$ cat src/rtl/core/source_tokenizer_top_assert.svh
// assertion macros shared by the tokenizer modules
// each macro expects clk and rst_n in scope
`ifndef SOURCE_TOKENIZER_TOP_ASSERT_SVH
`define SOURCE_TOKENIZER_TOP_ASSERT_SVH

`ifndef SYNTHESIS

`define STK_ASSERT_IMP(lbl, ante, cons, msg) \
  lbl: assert property (@(posedge clk) disable iff (!rst_n) (ante) |-> (cons)) \
    else $error(msg);

`define STK_ASSERT_NEXT(lbl, ante, cons, msg) \
  lbl: assert property (@(posedge clk) disable iff (!rst_n) (ante) |=> (cons)) \
    else $error(msg);

`define STK_ASSERT_NEVER(lbl, cond, msg) \
  lbl: assert property (@(posedge clk) disable iff (!rst_n) !(cond)) \
    else $error(msg);

`else

`define STK_ASSERT_IMP(lbl, ante, cons, msg)

`define STK_ASSERT_NEXT(lbl, ante, cons, msg)

`define STK_ASSERT_NEVER(lbl, cond, msg)

`endif

`endif

$ cat src/rtl/core/stk_pkg.sv
package stk_pkg;

  localparam int POS_WIDTH_DEF     = 16;
  localparam int KEYWORD_CHARS_DEF = 7;
  localparam int OQ_DEPTH          = 4;
  localparam int KW_NUM            = 11;
  localparam logic [15:0] LEN_MAX  = 16'hFFFF;

  // token kinds
  localparam logic [5:0] K_IDENT      = 6'd0;
  localparam logic [5:0] K_NUMBER     = 6'd1;
  localparam logic [5:0] K_STRING     = 6'd2;
  localparam logic [5:0] K_NEWLINE    = 6'd3;
  localparam logic [5:0] K_ASSIGN     = 6'd4;
  localparam logic [5:0] K_ANNOTATE   = 6'd5;
  localparam logic [5:0] K_EQ         = 6'd6;
  localparam logic [5:0] K_NOTEQ      = 6'd7;
  localparam logic [5:0] K_NOT        = 6'd8;
  localparam logic [5:0] K_GE         = 6'd9;
  localparam logic [5:0] K_GT         = 6'd10;
  localparam logic [5:0] K_LE         = 6'd11;
  localparam logic [5:0] K_LT         = 6'd12;
  localparam logic [5:0] K_ARROW      = 6'd13;
  localparam logic [5:0] K_MINUS      = 6'd14;
  localparam logic [5:0] K_PLUS       = 6'd15;
  localparam logic [5:0] K_SLASH      = 6'd16;
  localparam logic [5:0] K_STAR       = 6'd17;
  localparam logic [5:0] K_AND        = 6'd18;
  localparam logic [5:0] K_OR         = 6'd19;
  localparam logic [5:0] K_LBRACE     = 6'd20;
  localparam logic [5:0] K_RBRACE     = 6'd21;
  localparam logic [5:0] K_LPAREN     = 6'd22;
  localparam logic [5:0] K_RPAREN     = 6'd23;
  localparam logic [5:0] K_LSQ        = 6'd24;
  localparam logic [5:0] K_RSQ        = 6'd25;
  localparam logic [5:0] K_DOT        = 6'd26;
  localparam logic [5:0] K_COMMA      = 6'd27;
  localparam logic [5:0] K_SEMI       = 6'd28;
  localparam logic [5:0] K_KEYWORD0   = 6'd29;
  localparam logic [5:0] K_ERR_STRING = 6'd40;
  localparam logic [5:0] K_ERR_CHAR   = 6'd41;

  // keyword text, packed first character highest
  localparam logic [63:0] KW_PACK [KW_NUM] = '{
    64'h666E,             // fn
    64'h72657475726E,     // return
    64'h7072696E74,       // print
    64'h6966,             // if
    64'h656C7365,         // else
    64'h7768696C65,       // while
    64'h666F72,           // for
    64'h74727565,         // true
    64'h66616C7365,       // false
    64'h6E696C,           // nil
    64'h74797065646566    // typedef
  };
  localparam logic [15:0] KW_LEN [KW_NUM] = '{
    16'd2, 16'd6, 16'd5, 16'd2, 16'd4, 16'd5, 16'd3, 16'd4, 16'd5, 16'd3, 16'd7
  };

  typedef enum logic [3:0] {
    MODE_IDLE, MODE_IDENT, MODE_NUMBER, MODE_STRING, MODE_COLON,
    MODE_QUEST, MODE_BANG, MODE_GT, MODE_LT, MODE_MINUS
  } stk_mode_t;

  typedef struct packed {
    logic [7:0] char_code;
    logic       end_of_text;
  } stk_in_t;

  typedef struct packed {
    logic [5:0]  token_kind;
    logic [15:0] start_pos;
    logic [15:0] token_length;
    logic        is_negative;
    logic        run_end;
  } stk_out_t;

  // results of one item on their way into the output queue
  typedef struct packed {
    logic [1:0] n;
    stk_out_t   tok0;
    stk_out_t   tok1;
  } stk_push_t;

  function automatic logic is_digit(input logic [7:0] c);
    return (c >= "0") && (c <= "9");
  endfunction

  function automatic logic is_alpha(input logic [7:0] c);
    return ((c >= "a") && (c <= "z")) || ((c >= "A") && (c <= "Z"));
  endfunction

  function automatic logic is_quote(input logic [7:0] c);
    return (c == "'") || (c == "\"");
  endfunction

  function automatic logic [15:0] len_inc(input logic [15:0] v);
    return (v == LEN_MAX) ? LEN_MAX : v + 16'd1;
  endfunction

  function automatic stk_out_t mk_tok(input logic [5:0] kind, input logic [15:0] start,
                                      input logic [15:0] len, input logic neg);
    stk_out_t t;
    t.token_kind   = kind;
    t.start_pos    = start;
    t.token_length = len;
    t.is_negative  = neg;
    t.run_end      = 1'b0;
    return t;
  endfunction

  // whole-word keyword match, identifier otherwise
  function automatic logic [5:0] word_kind(input logic [15:0] cnt, input logic [63:0] prefix);
    logic [5:0] kind;
    kind = K_IDENT;
    for (int k = 0; k < KW_NUM; k++) begin
      if (cnt == KW_LEN[k] && prefix == KW_PACK[k]) begin
        kind = K_KEYWORD0 + 6'(k);
      end
    end
    return kind;
  endfunction

endpackage

$ cat src/rtl/core/stk_scan.sv
`include "source_tokenizer_top_assert.svh"

module stk_scan #(
  parameter int POS_WIDTH     = stk_pkg::POS_WIDTH_DEF,
  parameter int KEYWORD_CHARS = stk_pkg::KEYWORD_CHARS_DEF
) (
  input  logic               clk,
  input  logic               rst_n,
  input  logic               take,
  input  stk_pkg::stk_in_t   in_item,
  output stk_pkg::stk_push_t push
);

  localparam int PFX_W = 8 * KEYWORD_CHARS;

  stk_pkg::stk_mode_t mode_r, mode_nxt;
  logic [POS_WIDTH-1:0] pos_r, pos_nxt;
  logic [POS_WIDTH-1:0] ts_r, ts_nxt;
  logic [15:0]          tc_r, tc_nxt;
  logic [PFX_W-1:0]     wp_r, wp_nxt;
  logic                 ms_r, ms_nxt;
  logic                 halt_r, halt_nxt;

  logic [7:0] c;
  logic       last;
  logic       consumed;
  logic       r_v, b_v, f_v;
  stk_pkg::stk_out_t r_tok, b_tok, f_tok;

  assign c    = in_item.char_code;
  assign last = in_item.end_of_text;

  always_comb begin
    mode_nxt = mode_r;
    pos_nxt  = pos_r;
    ts_nxt   = ts_r;
    tc_nxt   = tc_r;
    wp_nxt   = wp_r;
    ms_nxt   = ms_r;
    halt_nxt = halt_r;
    consumed = 1'b0;
    r_v      = 1'b0;
    b_v      = 1'b0;
    f_v      = 1'b0;
    r_tok    = '0;
    b_tok    = '0;
    f_tok    = '0;

    if (!halt_r) begin
      // settle the pending token with this byte
      case (mode_r)
        stk_pkg::MODE_STRING: begin
          consumed = 1'b1;
          if (stk_pkg::is_quote(c)) begin
            r_v      = 1'b1;
            r_tok    = stk_pkg::mk_tok(stk_pkg::K_STRING, 16'(ts_r), tc_r, 1'b0);
            mode_nxt = stk_pkg::MODE_IDLE;
          end else begin
            tc_nxt = stk_pkg::len_inc(tc_r);
          end
        end
        stk_pkg::MODE_IDENT: begin
          if (stk_pkg::is_alpha(c) || stk_pkg::is_digit(c)) begin
            consumed = 1'b1;
            wp_nxt   = {wp_r[PFX_W-9:0], c};
            tc_nxt   = stk_pkg::len_inc(tc_r);
          end else begin
            r_v      = 1'b1;
            r_tok    = stk_pkg::mk_tok(stk_pkg::word_kind(tc_r, 64'(wp_r)), 16'(ts_r),
                                       tc_r, 1'b0);
            mode_nxt = stk_pkg::MODE_IDLE;
          end
        end
        stk_pkg::MODE_NUMBER: begin
          if (stk_pkg::is_digit(c) || c == ".") begin
            consumed = 1'b1;
            tc_nxt   = stk_pkg::len_inc(tc_r);
          end else begin
            r_v      = 1'b1;
            r_tok    = stk_pkg::mk_tok(stk_pkg::K_NUMBER, 16'(ts_r), tc_r, ms_r);
            mode_nxt = stk_pkg::MODE_IDLE;
          end
        end
        stk_pkg::MODE_COLON: begin
          r_v      = 1'b1;
          consumed = (c == "=");
          r_tok    = consumed ? stk_pkg::mk_tok(stk_pkg::K_ASSIGN, 16'(ts_r), 16'd2, 1'b0)
                              : stk_pkg::mk_tok(stk_pkg::K_ANNOTATE, 16'(ts_r), 16'd1, 1'b0);
          mode_nxt = stk_pkg::MODE_IDLE;
        end
        stk_pkg::MODE_QUEST: begin
          r_v      = 1'b1;
          consumed = 1'b1;
          mode_nxt = stk_pkg::MODE_IDLE;
          if (c == "=") begin
            r_tok = stk_pkg::mk_tok(stk_pkg::K_EQ, 16'(ts_r), 16'd2, 1'b0);
          end else begin
            r_tok    = stk_pkg::mk_tok(stk_pkg::K_ERR_CHAR, 16'(ts_r), 16'd1, 1'b0);
            halt_nxt = 1'b1;
          end
        end
        stk_pkg::MODE_BANG: begin
          r_v      = 1'b1;
          consumed = (c == "=");
          r_tok    = consumed ? stk_pkg::mk_tok(stk_pkg::K_NOTEQ, 16'(ts_r), 16'd2, 1'b0)
                              : stk_pkg::mk_tok(stk_pkg::K_NOT, 16'(ts_r), 16'd1, 1'b0);
          mode_nxt = stk_pkg::MODE_IDLE;
        end
        stk_pkg::MODE_GT: begin
          r_v      = 1'b1;
          consumed = (c == "=");
          r_tok    = consumed ? stk_pkg::mk_tok(stk_pkg::K_GE, 16'(ts_r), 16'd2, 1'b0)
                              : stk_pkg::mk_tok(stk_pkg::K_GT, 16'(ts_r), 16'd1, 1'b0);
          mode_nxt = stk_pkg::MODE_IDLE;
        end
        stk_pkg::MODE_LT: begin
          r_v      = 1'b1;
          consumed = (c == "=");
          r_tok    = consumed ? stk_pkg::mk_tok(stk_pkg::K_LE, 16'(ts_r), 16'd2, 1'b0)
                              : stk_pkg::mk_tok(stk_pkg::K_LT, 16'(ts_r), 16'd1, 1'b0);
          mode_nxt = stk_pkg::MODE_IDLE;
        end
        stk_pkg::MODE_MINUS: begin
          if (c == ">") begin
            consumed = 1'b1;
            r_v      = 1'b1;
            r_tok    = stk_pkg::mk_tok(stk_pkg::K_ARROW, 16'(ts_r), 16'd2, 1'b0);
            mode_nxt = stk_pkg::MODE_IDLE;
          end else if (stk_pkg::is_digit(c)) begin
            // negative number starts at the digit
            consumed = 1'b1;
            mode_nxt = stk_pkg::MODE_NUMBER;
            ms_nxt   = 1'b1;
            ts_nxt   = pos_r;
            tc_nxt   = 16'd1;
          end else begin
            r_v      = 1'b1;
            r_tok    = stk_pkg::mk_tok(stk_pkg::K_MINUS, 16'(ts_r), 16'd1, 1'b0);
            mode_nxt = stk_pkg::MODE_IDLE;
          end
        end
        default: begin
          mode_nxt = stk_pkg::MODE_IDLE;
        end
      endcase

      // byte not taken by the pending token starts a new one
      if (!consumed && !halt_nxt) begin
        ts_nxt = pos_r;
        b_tok  = stk_pkg::mk_tok(stk_pkg::K_PLUS, 16'(pos_r), 16'd1, 1'b0);
        case (c)
          " ":  ;
          "\n": begin
            b_v = 1'b1;
            b_tok.token_kind = stk_pkg::K_NEWLINE;
          end
          ":": mode_nxt = stk_pkg::MODE_COLON;
          "?": mode_nxt = stk_pkg::MODE_QUEST;
          "!": mode_nxt = stk_pkg::MODE_BANG;
          ">": mode_nxt = stk_pkg::MODE_GT;
          "<": mode_nxt = stk_pkg::MODE_LT;
          "-": mode_nxt = stk_pkg::MODE_MINUS;
          "+": b_v = 1'b1;
          "/": begin b_v = 1'b1; b_tok.token_kind = stk_pkg::K_SLASH;  end
          "*": begin b_v = 1'b1; b_tok.token_kind = stk_pkg::K_STAR;   end
          "&": begin b_v = 1'b1; b_tok.token_kind = stk_pkg::K_AND;    end
          "|": begin b_v = 1'b1; b_tok.token_kind = stk_pkg::K_OR;     end
          "{": begin b_v = 1'b1; b_tok.token_kind = stk_pkg::K_LBRACE; end
          "}": begin b_v = 1'b1; b_tok.token_kind = stk_pkg::K_RBRACE; end
          "(": begin b_v = 1'b1; b_tok.token_kind = stk_pkg::K_LPAREN; end
          ")": begin b_v = 1'b1; b_tok.token_kind = stk_pkg::K_RPAREN; end
          "[": begin b_v = 1'b1; b_tok.token_kind = stk_pkg::K_LSQ;    end
          "]": begin b_v = 1'b1; b_tok.token_kind = stk_pkg::K_RSQ;    end
          ".": begin b_v = 1'b1; b_tok.token_kind = stk_pkg::K_DOT;    end
          ",": begin b_v = 1'b1; b_tok.token_kind = stk_pkg::K_COMMA;  end
          ";": begin b_v = 1'b1; b_tok.token_kind = stk_pkg::K_SEMI;   end
          default: begin
            if (stk_pkg::is_quote(c)) begin
              mode_nxt = stk_pkg::MODE_STRING;
              tc_nxt   = 16'd0;
            end else if (stk_pkg::is_digit(c)) begin
              mode_nxt = stk_pkg::MODE_NUMBER;
              tc_nxt   = 16'd1;
              ms_nxt   = 1'b0;
            end else if (stk_pkg::is_alpha(c)) begin
              mode_nxt = stk_pkg::MODE_IDENT;
              tc_nxt   = 16'd1;
              wp_nxt   = PFX_W'(c);
            end else begin
              b_v              = 1'b1;
              b_tok.token_kind = stk_pkg::K_ERR_CHAR;
              halt_nxt         = 1'b1;
              mode_nxt         = stk_pkg::MODE_IDLE;
            end
          end
        endcase
      end

      // last byte flushes whatever is still pending
      if (last && !halt_nxt) begin
        f_v = 1'b1;
        case (mode_nxt)
          stk_pkg::MODE_STRING:
            f_tok = stk_pkg::mk_tok(stk_pkg::K_ERR_STRING, 16'(ts_nxt), tc_nxt, 1'b0);
          stk_pkg::MODE_IDENT:
            f_tok = stk_pkg::mk_tok(stk_pkg::word_kind(tc_nxt, 64'(wp_nxt)), 16'(ts_nxt),
                                    tc_nxt, 1'b0);
          stk_pkg::MODE_NUMBER:
            f_tok = stk_pkg::mk_tok(stk_pkg::K_NUMBER, 16'(ts_nxt), tc_nxt, ms_nxt);
          stk_pkg::MODE_COLON:
            f_tok = stk_pkg::mk_tok(stk_pkg::K_ANNOTATE, 16'(ts_nxt), 16'd1, 1'b0);
          stk_pkg::MODE_QUEST:
            f_tok = stk_pkg::mk_tok(stk_pkg::K_ERR_CHAR, 16'(ts_nxt), 16'd1, 1'b0);
          stk_pkg::MODE_BANG:
            f_tok = stk_pkg::mk_tok(stk_pkg::K_NOT, 16'(ts_nxt), 16'd1, 1'b0);
          stk_pkg::MODE_GT:
            f_tok = stk_pkg::mk_tok(stk_pkg::K_GT, 16'(ts_nxt), 16'd1, 1'b0);
          stk_pkg::MODE_LT:
            f_tok = stk_pkg::mk_tok(stk_pkg::K_LT, 16'(ts_nxt), 16'd1, 1'b0);
          stk_pkg::MODE_MINUS:
            f_tok = stk_pkg::mk_tok(stk_pkg::K_MINUS, 16'(ts_nxt), 16'd1, 1'b0);
          default:
            f_v = 1'b0;
        endcase
      end
    end

    if (last) begin
      mode_nxt = stk_pkg::MODE_IDLE;
      pos_nxt  = '0;
      ts_nxt   = '0;
      tc_nxt   = '0;
      wp_nxt   = '0;
      ms_nxt   = 1'b0;
      halt_nxt = 1'b0;
    end else if (pos_r != '1) begin
      pos_nxt = pos_r + 1'b1;
    end
  end

  // order the results of this byte and flag the last one
  always_comb begin
    push.n    = 2'(r_v) + 2'(b_v) + 2'(f_v);
    push.tok0 = r_v ? r_tok : (b_v ? b_tok : f_tok);
    push.tok1 = (r_v && b_v) ? b_tok : f_tok;
    push.tok0.run_end = (push.n == 2'd1);
    push.tok1.run_end = 1'b1;
    if (!take) begin
      push.n = 2'd0;
    end
  end

  always_ff @(posedge clk) begin
    if (!rst_n) begin
      mode_r <= stk_pkg::MODE_IDLE;
      pos_r  <= '0;
      ts_r   <= '0;
      tc_r   <= '0;
      wp_r   <= '0;
      ms_r   <= 1'b0;
      halt_r <= 1'b0;
    end else if (take) begin
      mode_r <= mode_nxt;
      pos_r  <= pos_nxt;
      ts_r   <= ts_nxt;
      tc_r   <= tc_nxt;
      wp_r   <= wp_nxt;
      ms_r   <= ms_nxt;
      halt_r <= halt_nxt;
    end
  end

  `STK_ASSERT_IMP(a_halt_is_idle, halt_r, mode_r == stk_pkg::MODE_IDLE, "halted while a token is pending")
  `STK_ASSERT_NEXT(a_last_clears, take && last, pos_r == '0 && !halt_r && mode_r == stk_pkg::MODE_IDLE, "last byte did not restart the scan")
  `STK_ASSERT_NEXT(a_halt_holds, take && !last && halt_r, halt_r, "left the halted state before the last byte")

endmodule

$ cat src/rtl/core/stk_outq.sv
`include "source_tokenizer_top_assert.svh"

module stk_outq (
  input  logic               clk,
  input  logic               rst_n,
  input  stk_pkg::stk_push_t push,
  output logic               room,
  output logic               out_valid,
  input  logic               out_ready,
  output stk_pkg::stk_out_t  out_data
);

  localparam int PTR_W = $clog2(stk_pkg::OQ_DEPTH);
  localparam int CNT_W = $clog2(stk_pkg::OQ_DEPTH + 1);
  localparam logic [CNT_W-1:0] DEPTH_C = CNT_W'(stk_pkg::OQ_DEPTH);

  stk_pkg::stk_out_t mem_r [stk_pkg::OQ_DEPTH];
  logic [PTR_W-1:0] rd_ptr_r, rd_ptr_nxt;
  logic [PTR_W-1:0] wr_ptr_r, wr_ptr_nxt;
  logic [CNT_W-1:0] count_r, count_nxt;
  logic             pop;
  logic [PTR_W-1:0] wr_ptr_p1;

  // two free entries are kept so that a byte giving two tokens always fits
  assign room      = count_r <= (DEPTH_C - CNT_W'(2));
  assign out_valid = count_r != '0;
  assign out_data  = mem_r[rd_ptr_r];
  assign pop       = out_valid && out_ready;
  assign wr_ptr_p1 = wr_ptr_r + 1'b1;

  always_comb begin
    rd_ptr_nxt = rd_ptr_r + PTR_W'(pop);
    wr_ptr_nxt = wr_ptr_r + PTR_W'(push.n);
    count_nxt  = count_r + CNT_W'(push.n) - CNT_W'(pop);
  end

  always_ff @(posedge clk) begin
    if (push.n != 2'd0) begin
      mem_r[wr_ptr_r] <= push.tok0;
    end
    if (push.n == 2'd2) begin
      mem_r[wr_ptr_p1] <= push.tok1;
    end
  end

  always_ff @(posedge clk) begin
    if (!rst_n) begin
      rd_ptr_r <= '0;
      wr_ptr_r <= '0;
      count_r  <= '0;
    end else begin
      rd_ptr_r <= rd_ptr_nxt;
      wr_ptr_r <= wr_ptr_nxt;
      count_r  <= count_nxt;
    end
  end

  `STK_ASSERT_NEVER(a_no_overflow, CNT_W'(push.n) > (DEPTH_C - count_r), "result queue overflow")
  `STK_ASSERT_NEVER(a_count_bound, count_r > DEPTH_C, "result queue count out of range")
  `STK_ASSERT_IMP(a_ptr_match, 1'b1, wr_ptr_r == PTR_W'(rd_ptr_r + PTR_W'(count_r)), "queue pointers disagree with count")

endmodule

$ cat src/rtl/core/source_tokenizer_top.sv
// source tokenizer: lexes a byte stream into tokens
// input channel in_valid/in_ready/in_data carries one source byte per item,
// with end_of_text marking the final byte of a text
// output channel out_valid/out_ready/out_data carries one token per item:
// kind, start position, length, negative flag and run_end on the last token
// that a byte produced (a byte produces zero, one or two tokens)
// each accepted byte is decoded in the cycle it is taken; its tokens sit in a
// four-entry result queue; the first is offered next cycle if it was empty
// throughput: one byte per cycle; the queue drains one token per cycle, so
// bytes are taken every cycle as long as tokens are drained as fast as made
// in_ready drops while fewer than two queue entries are free, which is how a
// stalled receiver holds back the input side without losing tokens
// reset (rst_n low, synchronous) empties the queue, clears the position and
// any pending token; an error token stops tokenizing until the last byte
module source_tokenizer_top #(
  parameter int POS_WIDTH     = stk_pkg::POS_WIDTH_DEF,
  parameter int KEYWORD_CHARS = stk_pkg::KEYWORD_CHARS_DEF
) (
  input  logic              clk,
  input  logic              rst_n,
  input  logic              in_valid,
  output logic              in_ready,
  input  stk_pkg::stk_in_t  in_data,
  output logic              out_valid,
  input  logic              out_ready,
  output stk_pkg::stk_out_t out_data
);

  logic               take;
  stk_pkg::stk_push_t push;

  assign take = in_valid && in_ready;

  stk_scan #(
    .POS_WIDTH     (POS_WIDTH),
    .KEYWORD_CHARS (KEYWORD_CHARS)
  ) u_scan (
    .clk     (clk),
    .rst_n   (rst_n),
    .take    (take),
    .in_item (in_data),
    .push    (push)
  );

  stk_outq u_outq (
    .clk       (clk),
    .rst_n     (rst_n),
    .push      (push),
    .room      (in_ready),
    .out_valid (out_valid),
    .out_ready (out_ready),
    .out_data  (out_data)
  );

endmodule
$ cat config.mk
export PLATFORM = sky130hd
export DESIGN_NAME = source_tokenizer_top
export DESIGN_NICKNAME = d
export VERILOG_FILES = /design/src/rtl/core/stk_pkg.sv /design/src/rtl/core/stk_scan.sv /design/src/rtl/core/stk_outq.sv /design/src/rtl/core/source_tokenizer_top.sv
export VERILOG_INCLUDE_DIRS = /design/src /design/src/rtl/core
export SDC_FILE = /design/constraint.sdc
export NUM_CORES = 1
export LEC_CHECK = 0
export BUFFER_PORTS_ARGS = -buffer_cell sky130_fd_sc_hd__buf_2
export CAP_MARGIN = 20
export CORE_MARGIN = 2
export CORE_UTILIZATION = 63
export DETAILED_ROUTE_END_ITERATION = 10
export PLACE_DENSITY_LB_ADDON = 0.15
export SYNTH_ARGS = -nofsm -noshare
export SYNTH_HDL_FRONTEND = slang
export SYNTH_SLANG_ARGS = --single-unit
$ cat constraint.sdc
create_clock -name clk -period 6.83 [get_ports clk]
set_input_delay 0.683 -clock clk [delete_from_list [all_inputs] [get_ports clk]]
set_output_delay 0.683 -clock clk [all_outputs]
set_load 0.02 [all_outputs]
-- Word-level counts from Yosys, hierarchy flattened
Memory sizes are Yosys's and may differ from the RTL's. A register that Yosys moved wholly into a read port is not among the register bits.
Index checks and enable logic that the tools add are counted.
- add/subtract/negate cells: 9
- magnitude comparators: 7
- equality and inequality tests: 82
- muxes and demuxes: 141
- reduce and logical (&&, ||, !) cells: 51
- operators with widths (cell ; number):
    $pmux W40 S9 ; 2
    $mux W56 ; 10
    $mux W40 ; 11
    $mux W16 ; 22
    $eq A56 B39 Y1 const B ; 6
    $eq A56 B15 Y1 const B ; 4
    $eq A56 B23 Y1 const B ; 4
    $eq A56 B31 Y1 const B ; 4
    $eq A8 B6 Y1 const B ; 19
    $eq A16 B3 Y1 const B ; 8
    $mux W6 ; 19
    $eq A56 B47 Y1 const B ; 2
    $eq A56 B55 Y1 const B ; 2
    $pmux W6 S15 ; 1
    $mux W38 ; 2
    $mux W36 ; 2
    $mux W35 ; 2
    $eq A16 B2 Y1 const B ; 4
    $pmux W16 S4 ; 1
    $mux W1 ; 44
    $eq A8 B7 Y1 const B ; 5
    $mux W4 ; 10
    $mux W37 ; 1
    $add A16 B1 Y16 const B ; 2
    other kinds (42) ; 103
- register bits: 117
- RAM bits: 160
- output and inout port bits: 42
- logic and storage cells: 301
- memories: 1
- memory list (name ; depth ; bits a word ; read ports ; clocked after Yosys merged registers in ; write ports ; line ; RTL):
    u_outq.mem_r ; 4 ; 40 ; 1 ; 1 ; 2 ; stk_outq.sv:17 ; stk_pkg::stk_out_t mem_r [stk_pkg::OQ_DEPTH];

-- Depth between registers and ports, before layout
- depth after elaboration: 30
- depth in mapped cells: 22
- depth with buffers taken out: 18

-- By module
From an unflattened synthesis, not the netlist that was laid out.
- cells, all modules: 1792
- area, all modules: 18475.2 sq um
- by module, submodules not included (module ; times used ; cells each ; area an instance (sq um) ; sequential area each (sq um)):
    stk_scan ; 1 ; 1358 ; 10082.2 ; 2202.1
    stk_outq ; 1 ; 433 ; 8386.8 ; 4944.7
    source_tokenizer_top ; 1 ; 1 ; 6.3 ; 0.0

-- Worst setup path before layout
Ideal clock, no wire load.
- kind: in2reg
- start: input in_data[5] (netlist name)
- end: memory u_outq.mem_r[3][10] (netlist name), enable pin
- library setup time: 528 ps
- data arrival time: 5270 ps
- data required time: 6302 ps
- setup slack: 1032 ps
- stages on the path: 16
- path through: buf_2 and4bb_2 buf_2 nand2_1 nand3_1 o211ai_1 o31ai_1 inv_1 clkbuf_1 fa_1 clkbuf_1 o21ai_0 or2_2 clkbuf_1 clkbuf_1 nand2_1
- RTL lines (what ; line ; RTL):
    start, declared ; source_tokenizer_top.sv:23 ; input stk_pkg::stk_in_t in_data,
    end, declared ; stk_outq.sv:17 ;

==> metrics.txt <==
commonest non-fill, non-tap cell in the layout nand2_1; Num CTS Buffers 29; DRT iter0 DRCs about 2500; final wirelength 55.16 mm; nets@finish 1849; Mapped Nets 1882; total power 4.513 mW; PortBufs 54; hold violation count in the final report 0; CP Max Fanout 22; shortest period the worst path allows 5795 ps; simple-gate share of the synthesized area 24.01%; f_max 172.6 MHz; mean area per synthesized cell between 9 and 10 sq um; Final HPWL DP between 30 and 40 mm; first-pass GRT wire length 84.69 mm; HP Class reg2reg; Clock Sinks 277; MaxCap Viol Count 0; GR Util All Layers a little under two fifths; critical path required time 7090 ps; Synth Area in Adders 1.019%; number of enable flip-flop cells after synthesis between 150 and 200; CTS Root Cell clkbuf_16; outcome complete, no violations; element type at the critical path start register; flops & latches, synth 277; vias post-DR 15990; CTS tree built; final setup vio count 0; post-synthesis sequential area ratio 41.34%; Setup TNS 0 ps; gr ovfl total 0; largest net degree at the start of global routing 103; die width 169.2 um; DRC 0; CTS H-tree lvls 1; full die area 0.02863 sq mm; initial core utilization 63.97%; largest family of logic cells by synthesized area simple AND/OR/NAND/NOR gates; WL per Instance approximately 25 um; Setup Skew 18.30 ps; post-placement cell count 2133; layout cells sized above 1 roughly 13%; First-pass DRT Iterations 7; Row Count 60; hold_buf cts 0; Synth Area in XOR/XNOR 1.325%; worst ir drop on vdd 0.2343 mV; most frequent cells in the layout 170 x nand2_1, 156 x edfxtp_1, 125 x nor2_1; dominant synthesized flop cell edfxtp_1; Mapped Cells about 1900; Compound-Gate Fraction of Synth Area 21.94%; cell area after synthesis approximately 0.017 sq mm; Final Core Density 68.69%; Worst EP arrival 6060 ps; Netlist cell types between 90 and 100; number of antenna violations at the first check in global routing 0; CP Class reg2reg; chip height between 150 and 200 um; Filler cells 2143; Pins Over Slew Limit 0; worst hold margin between 400 and 500 ps; Core ar. 0.02688 sq mm; asr flop ratio synth 0%; Non-Filler Instances 2188; Syn-to-layout area delta 7.387%; Via density ~7.3; I/O pins 55; Power Density around 240 mW/mm^2; Crit. End Element register; Clock Tree Buf Depth 3; ant diodes 0; GPL Wtd Cong 1.014; antenna-violating nets left 0; worst slew pin tran ~1100 ps; insertion delay to the later sink of the worst-skew pair between 500 and 600 ps; RSZ-0062 raised after global routing false; post-CTS setup buffers 0; Lkg Pwr 5.727 nW; vias in the first global route around 15000; mux contribution to synthesized area slightly above 6%; post-CTS sizing 0; fin crit share between 80% and 90%; synth warn 0; Slew headroom approximately a quarter; CTS clk-pin slew, worst paths about 60 ps
-- state kept, by name, indices dropped and copies added, names as in the netlist --
name and count:
u_outq.mem_r 160, u_scan.wp_r 56, u_scan.pos_r 16, u_scan.tc_r 16, u_scan.ts_r 16, u_scan.mode_r 4
u_outq.count_r 3, u_outq.rd_ptr_r 2, u_outq.wr_ptr_r 2, u_scan.halt_r 1, u_scan.ms_r 1
-- area by class of cell --
class | count | area (sq um) | area share (%)
clock inverter | 14 | 80.08 | 0.4338
multi-input combinational | 1399 | 9350 | 50.65
inverter | 24 | 90.09 | 0.4880
timing repair buffer | 93 | 575.6 | 3.118
clock buffer | 40 | 829.5 | 4.493
sequential | 277 | 7109 | 38.51
tap | 341 | 426.7 | 2.311
-- through the flow --
step	setup slack, ps	cell area, sq um
finish	1035	18460
global route	749.4	18460
CTS	1179	18450
detailed placement	795.2	17540
global placement	962.5	17540
floorplan	1032	17190
-- synthesized netlist by cell type, drive strengths merged (20+ instances only) --
cell type | count | area (sq um)
nand3 | 54 | 270.3
a22oi | 117 | 1016
a21oi | 109 | 553.0
o22ai | 104 | 650.6
nand4 | 28 | 175.2
a31oi | 20 | 125.1
nand2 | 171 | 641.9
nand2b | 31 | 193.9
clkbuf | 119 | 446.7
nor4 | 39 | 244.0
nor3 | 55 | 296.5
nor2b | 103 | 644.4
or3 | 30 | 187.7
dfxtp | 121 | 2422
and2 | 30 | 187.7
inv | 24 | 90.09
edfxtp | 156 | 4684
nor2 | 127 | 479.2
mux4 | 40 | 900.9
o21ai | 67 | 342.8
buf | 38 | 207.7
-- metal layers --
layer	routed length [um]	vias to the layer above	part of all wire, %	global-route usage [%]
li1	-	7048	-	-
met1	22470	7650	41	55.05
met2	24560	1166	45	58.46
met3	6633	123	12	6.973
met4	1492	0	2.7	9.885
met5	0	-	0	0
-- path summary, 6_finish.rpt --
path / slack [ps] / endpoint / depth (start not counted) / from
max: 1040 / u_outq.mem_r[1][39] / 14 / u_scan.mode_r[0]
min: 470 / u_outq.mem_r[1][0] / 1 / u_outq.mem_r[1][0]
max reg2reg: 1040 / u_outq.mem_r[1][39] / 14 / u_scan.mode_r[0]
min reg2reg: 470 / u_outq.mem_r[1][0] / 1 / u_outq.mem_r[1][0]
-- report_power, final --
group	leakage (nW)	switching, mW	internal (mW)
Combinational	2.78	0.665	0.393
Clock	0.445	0.680	0.850
Sequential	2.50	0.0646	1.86
Total	5.73	1.41	3.10
-- kinds of logic (layout without fill, tap and decap cells) --
family                   count (synthesis)  after routing
XOR/XNOR                                26             26
AO/OA/AOI/OAI                          542            542
buffers and inverters                  181            171
adder cells (fa/ha/maj)                 13             13
multiplexers                            53             53
flip-flops                             277            277
AND/OR/NAND/NOR                        765            765
-- critical path, stage by stage (launching register included) --
cell      delay, ps
dfxtp_1         770
or4b_1          370
a211oi_1        130
or3_1           330
or3_1           510
nor3_4          360
a21bo_2         210
nand3b_4        240
nor2_2          120
fa_1            690
o21ai_0         310
nor2_1          330
nor2_1          120
inv_1           600
buf_4           370
Note: power is estimated with default switching activity, not from simulation.
